[config.mk]
export PLATFORM = sky130hd
export DESIGN_NAME = imu_bias_alignment_calibrator_core_flat
export DESIGN_NICKNAME = d
export VERILOG_FILES = /design/src/ibac_pkg.sv /design/src/ibac_if.sv /design/src/ibac_ram.sv /design/src/ibac_rotator.sv /design/src/ibac_divider.sv /design/src/imu_bias_alignment_calibrator_core.sv /design/src/flat_wrapper.sv
export SDC_FILE = /design/constraint.sdc
export NUM_CORES = 2
export LEC_CHECK = 0
export ABC_AREA = 1
export BUFFER_PORTS_ARGS = -buffer_cell sky130_fd_sc_hd__buf_2
export CORE_MARGIN = 10
export CORE_UTILIZATION = 35
export DETAILED_ROUTE_END_ITERATION = 7
export GPL_TIMING_DRIVEN = 0
export PLACE_DENSITY = 0.52
export SETUP_SLACK_MARGIN = 0.15
export SLEW_MARGIN = 10
export SYNTH_ARGS = -nofsm -noshare
export SYNTH_HDL_FRONTEND = slang
export SYNTH_SLANG_ARGS = --single-unit
[constraint.sdc]
create_clock -name clock -period 8.09 [get_ports clock]
set_clock_uncertainty 0.2 [all_clocks]
set_input_delay 0.4045 -clock clock [delete_from_list [all_inputs] [get_ports clock]]
set_output_delay 0.4045 -clock clock [all_outputs]
set_load 0.05 [all_outputs]
[src/ibac_pkg.sv]
`timescale 1ns / 1ps
package ibac_pkg;
   localparam int SMP_W = 16;
   localparam int CF_W = 16;
   localparam int NEG_W = SMP_W + 1;
   localparam int ACC_W = 36;
   localparam int ROT_W = 20;
   localparam int SUM_W = 34;
   localparam int CNT_W = 17;
   localparam int MEAN_W = 20;
   localparam int R_W = MEAN_W + 1;
   localparam int NUM_W = 40;
   localparam int DEN_W = 21;
   localparam int Q_W = NUM_W + 1;
   localparam int NSUM = 18;
   localparam int ADDR_W = 5;
   localparam int ROT_BASE = 12;
   localparam int NMEAN = 9;
   localparam int GRAV_W = 15;
   localparam int CSR_IDX_W = 3;

   localparam logic [1:0] CMD_SAMPLE = 2'd0;
   localparam logic [1:0] CMD_COMPUTE = 2'd1;
   localparam logic [1:0] CMD_CLEAR = 2'd2;
   localparam logic [1:0] PH_STATIC = 2'd1;
   localparam logic [1:0] PH_ROT = 2'd2;

   localparam logic [CSR_IDX_W-1:0] REG_COS_FIRST = 3'd0;
   localparam logic [CSR_IDX_W-1:0] REG_SIN_FIRST = 3'd1;
   localparam logic [CSR_IDX_W-1:0] REG_COS_SECOND = 3'd2;
   localparam logic [CSR_IDX_W-1:0] REG_SIN_SECOND = 3'd3;
   localparam logic [CSR_IDX_W-1:0] REG_GRAVITY = 3'd4;
   localparam logic [CSR_IDX_W-1:0] REG_MIN_ROT = 3'd5;

   localparam logic signed [CF_W-1:0] RST_COS_FIRST = 16'sd15964;
   localparam logic signed [CF_W-1:0] RST_SIN_FIRST = 16'sd3686;
   localparam logic signed [CF_W-1:0] RST_COS_SECOND = 16'sd15826;
   localparam logic signed [CF_W-1:0] RST_SIN_SECOND = 16'sd4240;
   localparam logic [GRAV_W-1:0] RST_GRAVITY = 15'd10045;
   localparam logic [GRAV_W-1:0] RST_MIN_ROT = 15'd1;

   typedef logic signed [SMP_W-1:0] smp_type;

   // Partial product of one coefficient bit; the sign bit carries negative weight.
   function automatic logic signed [ACC_W-1:0] pp(input logic signed [ACC_W-1:0] sh,
                                                  input logic b, input logic neg);
      logic signed [ACC_W-1:0] r;
      r = b ? (neg ? -sh : sh) : '0;
      return r;
   endfunction

   function automatic logic signed [SMP_W-1:0] sat16(input logic signed [Q_W-1:0] v);
      logic signed [SMP_W-1:0] r;
      if (v > Q_W'(32767)) r = 16'sh7fff;
      else if (v < -Q_W'(32768)) r = 16'sh8000;
      else r = v[SMP_W-1:0];
      return r;
   endfunction

   function automatic logic signed [31:0] sat32(input logic signed [Q_W-1:0] v);
      logic signed [31:0] r;
      if (v > Q_W'(64'sd2147483647)) r = 32'sh7fffffff;
      else if (v < -Q_W'(64'sd2147483648)) r = 32'sh80000000;
      else r = v[31:0];
      return r;
   endfunction

   function automatic logic [ADDR_W-1:0] sum_addr(input logic s, input logic rot,
                                                  input logic [2:0] k);
      logic [ADDR_W-1:0] a;
      a = rot ? ADDR_W'(ROT_BASE + 3 * int'(s) + int'(k)) : ADDR_W'(6 * int'(s) + int'(k));
      return a;
   endfunction
endpackage

[src/ibac_if.sv]
`timescale 1ns / 1ps
interface ibac_req_if;
   logic valid;
   logic ready;
   logic [1:0] command;
   logic sensor;
   logic [1:0] phase;
   ibac_pkg::smp_type gyro_x, gyro_y, gyro_z;
   ibac_pkg::smp_type accel_x, accel_y, accel_z;
   modport source (output valid, command, sensor, phase, gyro_x, gyro_y, gyro_z,
                   accel_x, accel_y, accel_z, input ready);
   modport sink (input valid, command, sensor, phase, gyro_x, gyro_y, gyro_z,
                 accel_x, accel_y, accel_z, output ready);
endinterface

interface ibac_rsp_if;
   logic valid;
   logic ready;
   logic result_sensor;
   logic valid_res;
   ibac_pkg::smp_type accel_bias_x, accel_bias_y, accel_bias_z;
   ibac_pkg::smp_type gyro_bias_x, gyro_bias_y, gyro_bias_z;
   logic signed [31:0] proj_z_to_x, proj_z_to_y;
   logic last;
   modport source (output valid, result_sensor, valid_res, accel_bias_x, accel_bias_y,
                   accel_bias_z, gyro_bias_x, gyro_bias_y, gyro_bias_z, proj_z_to_x,
                   proj_z_to_y, last, input ready);
   modport sink (input valid, result_sensor, valid_res, accel_bias_x, accel_bias_y,
                 accel_bias_z, gyro_bias_x, gyro_bias_y, gyro_bias_z, proj_z_to_x,
                 proj_z_to_y, last, output ready);
endinterface

[src/ibac_ram.sv]
`timescale 1ns / 1ps
module ibac_ram #(
   parameter int WIDTH = 8,
   parameter int DEPTH = 16
) (
   input  logic                     clock,
   input  logic                     we,
   input  logic [$clog2(DEPTH)-1:0] waddr,
   input  logic [WIDTH-1:0]         wdata,
   input  logic [$clog2(DEPTH)-1:0] raddr,
   output logic [WIDTH-1:0]         rdata
);
   logic [WIDTH-1:0] mem_ff [DEPTH];
   logic [WIDTH-1:0] rdata_ff;

   always_ff @(posedge clock) begin
      if (we) mem_ff[waddr] <= wdata;
      rdata_ff <= mem_ff[raddr];
   end
   assign rdata = rdata_ff;
endmodule

[src/ibac_rotator.sv]
`timescale 1ns / 1ps
module ibac_rotator (
   input  logic                                  clock,
   input  logic                                  reset,
   input  logic                                  start,
   input  logic signed [ibac_pkg::NEG_W-1:0]     ax,
   input  logic signed [ibac_pkg::NEG_W-1:0]     az,
   input  logic signed [ibac_pkg::NEG_W-1:0]     gx,
   input  logic signed [ibac_pkg::NEG_W-1:0]     gz,
   input  logic signed [ibac_pkg::CF_W-1:0]      c,
   input  logic signed [ibac_pkg::CF_W-1:0]      s,
   output logic                                  done,
   output logic signed [ibac_pkg::ROT_W-1:0]     ax2,
   output logic signed [ibac_pkg::ROT_W-1:0]     az2,
   output logic signed [ibac_pkg::ROT_W-1:0]     gx2,
   output logic signed [ibac_pkg::ROT_W-1:0]     gz2
);
   import ibac_pkg::*;

   logic busy_ff, done_ff;
   logic [$clog2(CF_W)-1:0] bit_ff;
   logic [CF_W-1:0] c_ff, s_ff;
   logic signed [ACC_W-1:0] axs_ff, azs_ff, gxs_ff, gzs_ff;
   logic signed [ACC_W-1:0] axr_ff, azr_ff, gxr_ff, gzr_ff;
   logic neg, cb, sb;

   function automatic logic signed [ROT_W-1:0] rnd(input logic signed [ACC_W-1:0] a);
      logic signed [ACC_W-1:0] t;
      t = a + ACC_W'(8192);
      return t[14+ROT_W-1:14];
   endfunction

   assign neg = (bit_ff == ($clog2(CF_W))'(CF_W - 1));
   assign cb = c_ff[0];
   assign sb = s_ff[0];

   // One coefficient bit per cycle, four lanes side by side.
   always_ff @(posedge clock) begin
      done_ff <= 1'b0;
      if (start) begin
         busy_ff <= 1'b1;
         bit_ff <= '0;
         c_ff <= c;
         s_ff <= s;
         axs_ff <= ACC_W'(ax);
         azs_ff <= ACC_W'(az);
         gxs_ff <= ACC_W'(gx);
         gzs_ff <= ACC_W'(gz);
         axr_ff <= '0;
         azr_ff <= '0;
         gxr_ff <= '0;
         gzr_ff <= '0;
      end else if (busy_ff) begin
         axr_ff <= axr_ff + pp(axs_ff, cb, neg) - pp(azs_ff, sb, neg);
         azr_ff <= azr_ff + pp(axs_ff, sb, neg) + pp(azs_ff, cb, neg);
         gxr_ff <= gxr_ff + pp(gxs_ff, cb, neg) - pp(gzs_ff, sb, neg);
         gzr_ff <= gzr_ff + pp(gxs_ff, sb, neg) + pp(gzs_ff, cb, neg);
         axs_ff <= axs_ff <<< 1;
         azs_ff <= azs_ff <<< 1;
         gxs_ff <= gxs_ff <<< 1;
         gzs_ff <= gzs_ff <<< 1;
         c_ff <= c_ff >> 1;
         s_ff <= s_ff >> 1;
         bit_ff <= bit_ff + 1'b1;
         if (neg) begin
            busy_ff <= 1'b0;
            done_ff <= 1'b1;
         end
      end
      if (reset) begin
         busy_ff <= 1'b0;
         done_ff <= 1'b0;
      end
   end

   assign done = done_ff;
   assign ax2 = rnd(axr_ff);
   assign az2 = rnd(azr_ff);
   assign gx2 = rnd(gxr_ff);
   assign gz2 = rnd(gzr_ff);
endmodule

[src/ibac_divider.sv]
`timescale 1ns / 1ps
module ibac_divider (
   input  logic                              clock,
   input  logic                              reset,
   input  logic                              start,
   input  logic signed [ibac_pkg::NUM_W-1:0] num,
   input  logic signed [ibac_pkg::DEN_W-1:0] den,
   output logic                              done,
   output logic signed [ibac_pkg::Q_W-1:0]   quo
);
   import ibac_pkg::*;

   logic busy_ff, done_ff, neg_ff;
   logic [$clog2(NUM_W)-1:0] cnt_ff;
   logic [NUM_W-1:0] q_ff;
   logic [DEN_W-1:0] rem_ff, ad_ff;
   logic [NUM_W-1:0] an;
   logic [DEN_W-1:0] ad;
   logic [DEN_W:0] shifted;
   logic [DEN_W+1:0] diff;
   logic ge;

   assign an = num[NUM_W-1] ? NUM_W'(-num) : NUM_W'(num);
   assign ad = den[DEN_W-1] ? DEN_W'(-den) : DEN_W'(den);
   assign shifted = {rem_ff, q_ff[NUM_W-1]};
   assign diff = {1'b0, shifted} - {2'b00, ad_ff};
   assign ge = !diff[DEN_W+1];

   // Restoring division, one quotient bit per cycle; halves round away from zero.
   always_ff @(posedge clock) begin
      done_ff <= 1'b0;
      if (start) begin
         busy_ff <= 1'b1;
         cnt_ff <= '0;
         neg_ff <= num[NUM_W-1] ^ den[DEN_W-1];
         ad_ff <= ad;
         rem_ff <= '0;
         q_ff <= an + NUM_W'(ad >> 1);
      end else if (busy_ff) begin
         rem_ff <= ge ? diff[DEN_W-1:0] : shifted[DEN_W-1:0];
         q_ff <= {q_ff[NUM_W-2:0], ge};
         cnt_ff <= cnt_ff + 1'b1;
         if (cnt_ff == ($clog2(NUM_W))'(NUM_W - 1)) begin
            busy_ff <= 1'b0;
            done_ff <= 1'b1;
         end
      end
      if (reset) begin
         busy_ff <= 1'b0;
         done_ff <= 1'b0;
      end
   end

   assign done = done_ff;
   assign quo = neg_ff ? -$signed({1'b0, q_ff}) : $signed({1'b0, q_ff});
endmodule

[src/imu_bias_alignment_calibrator_core.sv]
`timescale 1ns / 1ps
// Static bias and axis alignment calibrator for two tilted IMUs.
// The req channel carries one command per transaction: a sample, a compute or a
// clear. The rsp channel returns two transactions per compute, the first sensor
// first, with last set on the second. The csr port writes the tilt cosines and
// sines, the gravity offset and the rotation threshold; write only when idle.
// A collected sample passes through the bit-serial rotator; each of its sums,
// six for a static and three for a rotation sample, is then read and written
// back in the sum memory, which has one read and one write port. Discarded
// samples, clears and unused codes are handled in the idle state. Per sensor
// with samples in both sets, a compute runs nine mean divisions and, if the z
// rotation exceeds the threshold, two projection divisions in the shared radix-2
// divider. A new transaction is taken once the last result is registered, even
// while the receiver stalls; a stalled first result holds the second's output.
// Reset restores the register defaults and empties all sums at once through
// per-entry valid bits, so no clearing pass is needed.
module imu_bias_alignment_calibrator_core (
   input  logic                                  clock,
   input  logic                                  reset,
   ibac_req_if.sink                              req,
   ibac_rsp_if.source                            rsp,
   input  logic                                  csr_we,
   input  logic [ibac_pkg::CSR_IDX_W-1:0]        csr_index,
   input  logic [ibac_pkg::CF_W-1:0]             csr_wdata
);
   import ibac_pkg::*;

   typedef enum logic [3:0] {
      S_IDLE, S_ROT, S_ACC_RD, S_ACC_WR, S_CHK, S_C_RD, S_C_LD, S_C_DIV,
      S_P_LD, S_P_DIV, S_OUT
   } state_type;

   state_type state_ff;

   // Configuration registers.
   logic signed [CF_W-1:0] cos_ff [2];
   logic signed [CF_W-1:0] sin_ff [2];
   logic [GRAV_W-1:0] grav_ff, minrot_ff;

   // Sample path.
   logic smp_sensor_ff, smp_rot_ff;
   logic signed [NEG_W-1:0] ay_ff, gy_ff;
   logic signed [SUM_W-1:0] vals_ff [6];
   logic [CNT_W-1:0] scnt_ff [2];
   logic [CNT_W-1:0] rcnt_ff [2];
   logic [NSUM-1:0] valid_ff;
   logic rvld_ff;
   logic [3:0] k_ff;

   // Compute path.
   logic sens_ff, emp_ff, vld_ff, pk_ff;
   logic signed [MEAN_W-1:0] mean_ff [NMEAN];
   logic signed [31:0] px_ff, py_ff;

   // Output register.
   logic o_v_ff, o_sensor_ff, o_valid_ff;
   logic signed [SMP_W-1:0] o_bias_ff [6];
   logic signed [31:0] o_px_ff, o_py_ff;

   logic accept, rot_start, rot_done, div_start, div_done, out_free, full;
   logic signed [NEG_W-1:0] ax_n, az_n, gx_n, gz_n;
   logic signed [ROT_W-1:0] ax2, az2, gx2, gz2;
   logic signed [NUM_W-1:0] div_num;
   logic signed [DEN_W-1:0] div_den;
   logic signed [Q_W-1:0] div_quo;
   logic [ADDR_W-1:0] raddr, acc_addr, cmp_addr;
   logic [SUM_W-1:0] rdata, wdata;
   logic ram_we;
   logic [2:0] sel;
   logic signed [R_W-1:0] rx, ry, rz, rsel;
   logic [R_W-1:0] arz;
   logic signed [NUM_W-1:0] pnum;
   logic signed [SUM_W-1:0] cur_sum;

   assign accept = req.valid && req.ready;
   assign req.ready = (state_ff == S_IDLE);
   assign out_free = !o_v_ff || rsp.ready;

   // The y and z axes are negated before the tilt rotation.
   assign ax_n = NEG_W'(req.accel_x);
   assign az_n = -NEG_W'(req.accel_z);
   assign gx_n = NEG_W'(req.gyro_x);
   assign gz_n = -NEG_W'(req.gyro_z);

   always_comb begin
      full = 1'b1;
      if (req.phase == PH_STATIC) full = scnt_ff[req.sensor][CNT_W-1];
      else if (req.phase == PH_ROT) full = rcnt_ff[req.sensor][CNT_W-1];
   end

   assign rot_start = accept && (req.command == CMD_SAMPLE) && !full;

   ibac_rotator u_rot (
      .clock (clock), .reset (reset), .start (rot_start),
      .ax (ax_n), .az (az_n), .gx (gx_n), .gz (gz_n),
      .c (cos_ff[req.sensor]), .s (sin_ff[req.sensor]),
      .done (rot_done), .ax2 (ax2), .az2 (az2), .gx2 (gx2), .gz2 (gz2)
   );

   // Rotation samples add the gyro triple, which sits in the upper half of vals.
   assign sel = smp_rot_ff ? k_ff[2:0] + 3'd3 : k_ff[2:0];
   assign acc_addr = sum_addr(smp_sensor_ff, smp_rot_ff, k_ff[2:0]);
   assign cmp_addr = (k_ff < 4'd6) ? sum_addr(sens_ff, 1'b0, k_ff[2:0])
                                   : sum_addr(sens_ff, 1'b1, 3'(k_ff - 4'd6));
   assign raddr = (state_ff == S_C_RD) ? cmp_addr : acc_addr;
   assign cur_sum = rvld_ff ? $signed(rdata) : '0;
   assign wdata = SUM_W'(cur_sum + vals_ff[sel]);
   assign ram_we = (state_ff == S_ACC_WR);

   ibac_ram #(.WIDTH (SUM_W), .DEPTH (NSUM)) u_sums (
      .clock (clock), .we (ram_we), .waddr (acc_addr), .wdata (wdata),
      .raddr (raddr), .rdata (rdata)
   );

   // Corrected rotation means and the projection numerator -r * 2^16.
   assign rx = R_W'(mean_ff[6]) - R_W'(mean_ff[3]);
   assign ry = R_W'(mean_ff[7]) - R_W'(mean_ff[4]);
   assign rz = R_W'(mean_ff[8]) - R_W'(mean_ff[5]);
   assign arz = rz[R_W-1] ? R_W'(-rz) : R_W'(rz);
   assign rsel = pk_ff ? ry : rx;
   assign pnum = NUM_W'(-(NUM_W'(rsel))) <<< 16;

   always_comb begin
      if (state_ff == S_P_LD) begin
         div_num = pnum;
         div_den = DEN_W'(rz);
      end else begin
         div_num = NUM_W'(cur_sum);
         div_den = (k_ff < 4'd6) ? DEN_W'({1'b0, scnt_ff[sens_ff]})
                                 : DEN_W'({1'b0, rcnt_ff[sens_ff]});
      end
   end
   assign div_start = (state_ff == S_C_LD) || (state_ff == S_P_LD);

   ibac_divider u_div (
      .clock (clock), .reset (reset), .start (div_start),
      .num (div_num), .den (div_den), .done (div_done), .quo (div_quo)
   );

   always_ff @(posedge clock) begin
      if (rsp.valid && rsp.ready) o_v_ff <= 1'b0;
      if (csr_we) begin
         case (csr_index)
            REG_COS_FIRST: cos_ff[0] <= csr_wdata;
            REG_SIN_FIRST: sin_ff[0] <= csr_wdata;
            REG_COS_SECOND: cos_ff[1] <= csr_wdata;
            REG_SIN_SECOND: sin_ff[1] <= csr_wdata;
            REG_GRAVITY: grav_ff <= csr_wdata[GRAV_W-1:0];
            REG_MIN_ROT: minrot_ff <= csr_wdata[GRAV_W-1:0];
            default: ;
         endcase
      end
      case (state_ff)
         S_IDLE: begin
            if (accept) begin
               smp_sensor_ff <= req.sensor;
               smp_rot_ff <= (req.phase == PH_ROT);
               ay_ff <= -NEG_W'(req.accel_y);
               gy_ff <= -NEG_W'(req.gyro_y);
               case (req.command)
                  CMD_SAMPLE: if (!full) state_ff <= S_ROT;
                  CMD_COMPUTE: begin
                     sens_ff <= 1'b0;
                     state_ff <= S_CHK;
                  end
                  CMD_CLEAR: begin
                     valid_ff <= '0;
                     scnt_ff[0] <= '0;
                     scnt_ff[1] <= '0;
                     rcnt_ff[0] <= '0;
                     rcnt_ff[1] <= '0;
                  end
                  default: ;
               endcase
            end
         end
         S_ROT: begin
            if (rot_done) begin
               vals_ff[0] <= SUM_W'(ax2);
               vals_ff[1] <= SUM_W'(ay_ff);
               vals_ff[2] <= SUM_W'(az2);
               vals_ff[3] <= SUM_W'(gx2);
               vals_ff[4] <= SUM_W'(gy_ff);
               vals_ff[5] <= SUM_W'(gz2);
               k_ff <= '0;
               state_ff <= S_ACC_RD;
            end
         end
         S_ACC_RD: begin
            rvld_ff <= valid_ff[acc_addr];
            state_ff <= S_ACC_WR;
         end
         S_ACC_WR: begin
            valid_ff[acc_addr] <= 1'b1;
            k_ff <= k_ff + 1'b1;
            state_ff <= S_ACC_RD;
            if (smp_rot_ff && k_ff == 4'd2) begin
               rcnt_ff[smp_sensor_ff] <= rcnt_ff[smp_sensor_ff] + 1'b1;
               state_ff <= S_IDLE;
            end else if (!smp_rot_ff && k_ff == 4'd5) begin
               scnt_ff[smp_sensor_ff] <= scnt_ff[smp_sensor_ff] + 1'b1;
               state_ff <= S_IDLE;
            end
         end
         S_CHK: begin
            k_ff <= '0;
            vld_ff <= 1'b0;
            px_ff <= '0;
            py_ff <= '0;
            pk_ff <= 1'b0;
            emp_ff <= (scnt_ff[sens_ff] == '0) || (rcnt_ff[sens_ff] == '0);
            if ((scnt_ff[sens_ff] == '0) || (rcnt_ff[sens_ff] == '0)) state_ff <= S_OUT;
            else state_ff <= S_C_RD;
         end
         S_C_RD: begin
            rvld_ff <= valid_ff[cmp_addr];
            state_ff <= S_C_LD;
         end
         S_C_LD: state_ff <= S_C_DIV;
         S_C_DIV: begin
            if (div_done) begin
               mean_ff[k_ff] <= div_quo[MEAN_W-1:0];
               k_ff <= k_ff + 1'b1;
               state_ff <= (k_ff == 4'(NMEAN - 1)) ? S_P_LD : S_C_RD;
               if (k_ff == 4'(NMEAN - 1)) pk_ff <= 1'b0;
            end
         end
         S_P_LD: begin
            // A weak z rotation gives no projection.
            if (arz > R_W'(minrot_ff)) state_ff <= S_P_DIV;
            else state_ff <= S_OUT;
         end
         S_P_DIV: begin
            if (div_done) begin
               if (!pk_ff) begin
                  px_ff <= sat32(div_quo);
                  pk_ff <= 1'b1;
                  state_ff <= S_P_LD;
               end else begin
                  py_ff <= sat32(div_quo);
                  vld_ff <= 1'b1;
                  state_ff <= S_OUT;
               end
            end
         end
         S_OUT: begin
            if (out_free) begin
               o_v_ff <= 1'b1;
               o_sensor_ff <= sens_ff;
               o_valid_ff <= vld_ff;
               for (int i = 0; i < 6; i++) begin
                  o_bias_ff[i] <= emp_ff ? '0 : sat16(Q_W'(mean_ff[i]));
               end
               if (!emp_ff) o_bias_ff[2] <= sat16(Q_W'(mean_ff[2]) - Q_W'({1'b0, grav_ff}));
               o_px_ff <= vld_ff ? px_ff : '0;
               o_py_ff <= vld_ff ? py_ff : '0;
               if (!sens_ff) begin
                  sens_ff <= 1'b1;
                  state_ff <= S_CHK;
               end else begin
                  state_ff <= S_IDLE;
               end
            end
         end
         default: state_ff <= S_IDLE;
      endcase
      if (reset) begin
         state_ff <= S_IDLE;
         o_v_ff <= 1'b0;
         valid_ff <= '0;
         scnt_ff[0] <= '0;
         scnt_ff[1] <= '0;
         rcnt_ff[0] <= '0;
         rcnt_ff[1] <= '0;
         cos_ff[0] <= RST_COS_FIRST;
         sin_ff[0] <= RST_SIN_FIRST;
         cos_ff[1] <= RST_COS_SECOND;
         sin_ff[1] <= RST_SIN_SECOND;
         grav_ff <= RST_GRAVITY;
         minrot_ff <= RST_MIN_ROT;
      end
   end

   assign rsp.valid = o_v_ff;
   assign rsp.result_sensor = o_sensor_ff;
   assign rsp.valid_res = o_valid_ff;
   assign rsp.accel_bias_x = o_bias_ff[0];
   assign rsp.accel_bias_y = o_bias_ff[1];
   assign rsp.accel_bias_z = o_bias_ff[2];
   assign rsp.gyro_bias_x = o_bias_ff[3];
   assign rsp.gyro_bias_y = o_bias_ff[4];
   assign rsp.gyro_bias_z = o_bias_ff[5];
   assign rsp.proj_z_to_x = o_px_ff;
   assign rsp.proj_z_to_y = o_py_ff;
   assign rsp.last = o_sensor_ff;
endmodule

[src/flat_wrapper.sv]
// flat-port wrapper written by rule: the top's interface ports become plain ports
module imu_bias_alignment_calibrator_core_flat import ibac_pkg::*;
  (clock, reset, csr_we, csr_index, csr_wdata, req_valid, req_command, req_sensor, req_phase, req_gyro_x, req_gyro_y, req_gyro_z, req_accel_x, req_accel_y, req_accel_z, req_ready, rsp_valid, rsp_result_sensor, rsp_valid_res, rsp_accel_bias_x, rsp_accel_bias_y, rsp_accel_bias_z, rsp_gyro_bias_x, rsp_gyro_bias_y, rsp_gyro_bias_z, rsp_proj_z_to_x, rsp_proj_z_to_y, rsp_last, rsp_ready);
  ibac_req_if req_i ();
  ibac_rsp_if rsp_i ();
  input  logic clock;
  input  logic reset;
  input  logic csr_we;
  input  logic [ibac_pkg::CSR_IDX_W-1:0] csr_index;
  input  logic [ibac_pkg::CF_W-1:0] csr_wdata;
  input wire logic [$bits(req_i.valid)-1:0] req_valid;
  input wire logic [$bits(req_i.command)-1:0] req_command;
  input wire logic [$bits(req_i.sensor)-1:0] req_sensor;
  input wire logic [$bits(req_i.phase)-1:0] req_phase;
  input wire logic [$bits(req_i.gyro_x)-1:0] req_gyro_x;
  input wire logic [$bits(req_i.gyro_y)-1:0] req_gyro_y;
  input wire logic [$bits(req_i.gyro_z)-1:0] req_gyro_z;
  input wire logic [$bits(req_i.accel_x)-1:0] req_accel_x;
  input wire logic [$bits(req_i.accel_y)-1:0] req_accel_y;
  input wire logic [$bits(req_i.accel_z)-1:0] req_accel_z;
  output wire logic [$bits(req_i.ready)-1:0] req_ready;
  output wire logic [$bits(rsp_i.valid)-1:0] rsp_valid;
  output wire logic [$bits(rsp_i.result_sensor)-1:0] rsp_result_sensor;
  output wire logic [$bits(rsp_i.valid_res)-1:0] rsp_valid_res;
  output wire logic [$bits(rsp_i.accel_bias_x)-1:0] rsp_accel_bias_x;
  output wire logic [$bits(rsp_i.accel_bias_y)-1:0] rsp_accel_bias_y;
  output wire logic [$bits(rsp_i.accel_bias_z)-1:0] rsp_accel_bias_z;
  output wire logic [$bits(rsp_i.gyro_bias_x)-1:0] rsp_gyro_bias_x;
  output wire logic [$bits(rsp_i.gyro_bias_y)-1:0] rsp_gyro_bias_y;
  output wire logic [$bits(rsp_i.gyro_bias_z)-1:0] rsp_gyro_bias_z;
  output wire logic [$bits(rsp_i.proj_z_to_x)-1:0] rsp_proj_z_to_x;
  output wire logic [$bits(rsp_i.proj_z_to_y)-1:0] rsp_proj_z_to_y;
  output wire logic [$bits(rsp_i.last)-1:0] rsp_last;
  input wire logic [$bits(rsp_i.ready)-1:0] rsp_ready;
  assign req_i.valid = req_valid;
  assign req_i.command = req_command;
  assign req_i.sensor = req_sensor;
  assign req_i.phase = req_phase;
  assign req_i.gyro_x = req_gyro_x;
  assign req_i.gyro_y = req_gyro_y;
  assign req_i.gyro_z = req_gyro_z;
  assign req_i.accel_x = req_accel_x;
  assign req_i.accel_y = req_accel_y;
  assign req_i.accel_z = req_accel_z;
  assign req_ready = req_i.ready;
  assign rsp_valid = rsp_i.valid;
  assign rsp_result_sensor = rsp_i.result_sensor;
  assign rsp_valid_res = rsp_i.valid_res;
  assign rsp_accel_bias_x = rsp_i.accel_bias_x;
  assign rsp_accel_bias_y = rsp_i.accel_bias_y;
  assign rsp_accel_bias_z = rsp_i.accel_bias_z;
  assign rsp_gyro_bias_x = rsp_i.gyro_bias_x;
  assign rsp_gyro_bias_y = rsp_i.gyro_bias_y;
  assign rsp_gyro_bias_z = rsp_i.gyro_bias_z;
  assign rsp_proj_z_to_x = rsp_i.proj_z_to_x;
  assign rsp_proj_z_to_y = rsp_i.proj_z_to_y;
  assign rsp_last = rsp_i.last;
  assign rsp_i.ready = rsp_ready;
  imu_bias_alignment_calibrator_core u_core (.clock(clock), .reset(reset), .req(req_i), .rsp(rsp_i), .csr_we(csr_we), .csr_index(csr_index), .csr_wdata(csr_wdata));
endmodule
==> results by group <==
Outcome
  – Outcome: completed

CTS
  – CTS tree: yes
  – Clock Latency Late Sink: 0.90 ns
  – Clock buffer count from CTS: 204
  – Post-CTS setup buffer count: 0
  – Clock H-tree levels: 4
  – Root Buffer: clkbuf_16
  – Clock slew seen by the registers of the worst setup and hold paths: 0.06 ns
  – Clock sink count: 1799
  – Clock Tree Buf Depth: 4

Placement
  – Gpl congestion: 0.917
  – Buffers on Ports: 288
  – Post-DP HPWL: 260 mm
  – Post-DP Area: 0.107 mm2

Power and ir drop
  – Tot Pwr: 34.7 mW
  – Int Pwr: 21.3 mW
  – Power share of the combinational group: 0.375
  – Psw: 13.3 mW
  – Power per Cell Area: 300 mW/mm2
  – Peak supply drop: 0.000252 V
  – Flop pwr share: 0.357
  – Sw frac: 0.385
  – Leak: 47.7 nW
  – Clk pwr share: 0.268

Global routing
  – First-pass GRT wire length: 502 mm
  – Initial antenna violation count: 10
  – Vias in the first global route: 78748
  – Remaining global-route overflow: 0
  – Aggregate global-route resource usage: 0.215
  – Pin count of the biggest net entering global routing: 59

Route
  – Residual DRC: 0
  – Wire length on met3: 21.6 mm
  – Vias per cell: 5.15
  – Drt pass-1 iters: 6
  – DRT antenna net count: 0
  – Met1 wire length: 150 mm
  – Initial detailed-routing violation count: 7001
  – DR WL/cell: 21.6 um
  – Met2 wire len: 156 mm
  – Total routed wirelength: 339 mm
  – Vias after detailed routing: 80924
  – Top layer used by detailed routing: met5

Finish
  – Register area: 0.0501 mm2
  – Final #Nets: 12418
  – Area delta synth->final: 17.4%
  – Final core occ: 0.413
  – Post-route cell area: 0.115 mm2
  – Footprint of the multi-input gates: 0.0417 mm2
  – Layout fillers: 27674
  – Fraction of layout cells with a size suffix above 1: 0.0866

Floorplanning
  – Die H: 550 um
  – Core area: 0.280 mm2
  – Die area: 0.303 mm2
  – Die width: 550 um
  – Total I/O pin count: 290
  – # rows: 194
  – Initial Utilization: 0.352

Logic synthesis
  – Syn Inst Count: 10980
  – Async S/R FF share, synth: 0
  – Post-Syn Nets: 11584
  – Register bit count reported by yosys: 1799
  – Compound-cell area share of the yosys netlist: 0.118
  – Seq/Total Area, Yosys: 0.509
  – Simple-gate share of the synthesized area: 0.175
  – Top-area cell type share of the netlist area: 0.430
  – Area leader, netlist: edfxtp_1
  – Largest family of logic cells by synthesized area: simple AND/OR/NAND/NOR gates
  – Main synth FF type: edfxtp_1
  – Number of flops mapped to enable cells by yosys: 1407
  – Post-synthesis mux area share: 0.00346
  – Number of distinct library cells after synthesis: 64
  – XOR/XNOR share of the synthesized area: 0.0491
  – Post-synthesis adder-cell area fraction: 0.0720
  – Mapped Area: 0.0984 mm2
  – Synth Warn #: 0
  – Syn Area/Cell: 8.96 um2
  – Area contributors post-synth: edfxtp_1 43%, dfxtp_1 8.0%, nand2_1 7.7%

Critical path
  – Crit Path Category: reg -> reg
  – Crit-path max cell delay: 0.75 ns
  – Critical Path End Type: flop
  – Crit-path max FO: 10
  – Worst Path Arrival: 8.28 ns
  – Slowest cell on the critical path: clkdlybuf4s15_1
  – Most frequent CP cell: nand2_1
  – CP Launch Type: flop
  – Critical Path RT: 8.66 ns

STA
  – Final setup fails: 0
  – Measured slew at the worst slew-check pin: 1.21 ns
  – Tightest hold margin: 0.105 ns
  – Tmin final: 7.70 ns
  – Final hold violations: 0
  – Max Slew Vio Count: 0
  – Unrepaired setup endpoints after global routing: yes
  – Final period util: 0.952
  – Fmax: 0.130 GHz
  – Max-slew headroom: 0.189

Job
  – Max-Cap Viols: 0

Min path
  – Hold Crit Class: in -> reg
[per-layer routing]
metal,vias up,track usage
met1,39158,0.293
li1,38482,-
met3,509,0.0285
met2,2773,0.357
met4,2,0.0689
met5,-,0
[sequential cells by signal, indices dropped and copies added, names as in the netlist, 34 cells and up, named ones only]
register / count
u_core.u_div.q_ff: 40
u_core.u_rot.gxr_ff: 34
u_core.u_rot.gzr_ff: 34
u_core.u_rot.gxs_ff: 34
u_core.o_bias_ff: 96
u_core.u_rot.azr_ff: 34
u_core.scnt_ff: 34
u_core.mean_ff: 180
u_core.rcnt_ff: 34
u_core.u_rot.gzs_ff: 34
u_core.u_rot.axs_ff: 34
u_core.u_rot.axr_ff: 34
u_core.vals_ff: 114
u_core.u_sums.rdata: 34
u_core.u_rot.azs_ff: 34
u_core.u_sums.mem_ff: 612
[synthesized netlist by cell type (11+ instances only)]
cell type  instances
nand2_1         2008
inv_1           1463
edfxtp_1        1407
nor2_1          1205
o21ai_0          983
a21oi_1          628
nand3_1          463
xor2_1           404
dfxtp_1          392
clkbuf_1         354
ha_1             334
xnor2_1          148
nor3_1           147
fa_1             145
o221ai_1          92
a31oi_1           90
nand4_1           87
o22ai_1           84
or2_2             53
nor4_1            43
o211ai_1          43
mux2i_1           34
nor2_2            27
nand2_2           26
nand3b_1          25
o31ai_1           24
buf_2             23
o21ai_1           23
buf_1             21
a21o_1            17
nor2_4            17
clkinv_1          13
inv_2             13
o21a_1            13
o21bai_1          13
a32o_1            12
a21boi_0          11
[layout make-up]
| class | count | area share |
|---|---|---|
| clock buffers | 261 | 0.0477 |
| multi-input cells | 7286 | 0.361 |
| diodes | 5 | 0.000108 |
| well taps | 3724 | 0.0404 |
| clock inverters | 110 | 0.00960 |
| flip-flops and latches | 1799 | 0.434 |
| repair buffers | 630 | 0.0443 |
| plain buffers | 404 | 0.0142 |
| inverters | 1489 | 0.0484 |
[power by group through the flow]
stage | combinational, mW | clock [mW] | sequential [mW]
after floorplan | 8.13 | 0 | 12.4
final | 13.0 | 9.30 | 12.4
after global routing | 14.3 | 9.83 | 12.4
after global placement | 12.0 | 0 | 12.6
after CTS | 12.9 | 9.48 | 12.4
after detailed placement | 12.7 | 0 | 12.6
[critical path, delay by kind of cell, from the launching register on]
kind	cells	cell delay, ns
AOI/OAI and AO/OA	11	2.97
xor gates and xnor gates	1	0.27
adders and majority gates	3	1.01
buffers and inverters	7	2.10
DFF	1	0.36
and+or+nand+nor	6	0.66
[layout by cell type, fill, tap and decap left out, types with 30 or more instances in the layout]
cell type,netlist,routed
or2_2,53,53
buf_4,2,65
nor3_1,147,121
ha_1,334,334
dlygate4sd3_1,0,186
nand4_1,87,87
o21ai_0,983,977
xor2_1,404,374
a21oi_1,628,626
buf_2,23,311
xnor2_1,148,129
clkbuf_1,354,385
clkinv_1,13,37
inv_1,1463,1463
o211ai_1,43,43
nand3_1,463,463
dfxtp_1,392,392
mux2i_1,34,34
clkinv_2,0,35
nor4_1,43,41
nor2_2,27,30
o22ai_1,84,84
clkbuf_16,0,207
o221ai_1,92,92
edfxtp_1,1407,1407
nor2_1,1205,1198
buf_6,5,57
a31oi_1,90,89
nand2_1,2008,2008
fa_1,145,145
[repair_timing]
action	in CTS	in global routing
endpoints found under the setup margin	89	113
cloned	0	0
pin swaps	0	0
hold buffers	186	0
resized for setup	4	31
hold endpoints to repair	224	0
[cell families after synthesis]
group | Yosys count
AO/OA/AOI/OAI | 2090
XOR/XNOR | 552
adder cells (fa/ha/maj) | 479
buffers and inverters | 1895
flip-flops | 1799
multiplexers | 34
AND/OR/NAND/NOR | 4131
[worst paths after layout]
kind | startpoint | to | slack, ns | cells after the start
max | u_core.u_rot.bit_ff[0] | u_core.u_rot.gxr_ff[25] | 0.39 | 28
min | req_gyro_y[0] | u_core.gy_ff[0] | 0.11 | 2
max reg2reg | u_core.u_rot.bit_ff[0] | u_core.u_rot.gxr_ff[25] | 0.39 | 28
min reg2reg | u_core.ay_ff[0] | u_core.vals_ff[1][0] | 0.22 | 0
[metrics by stage]
stage	cells	setup WS, ns	TNS (ns)
2_1_floorplan	10980	0.474	0
3_3_place_gp	14992	-3.09	-1011.68
3_5_place_dp	15148	-0.354	-14.38
4_1_cts	15705	0.163	0
5_1_grt	15707	-0.0000648	-0.0000648
6_report	15708	0.385	0
No activity file was read; power rests on OpenSTA's default activity.
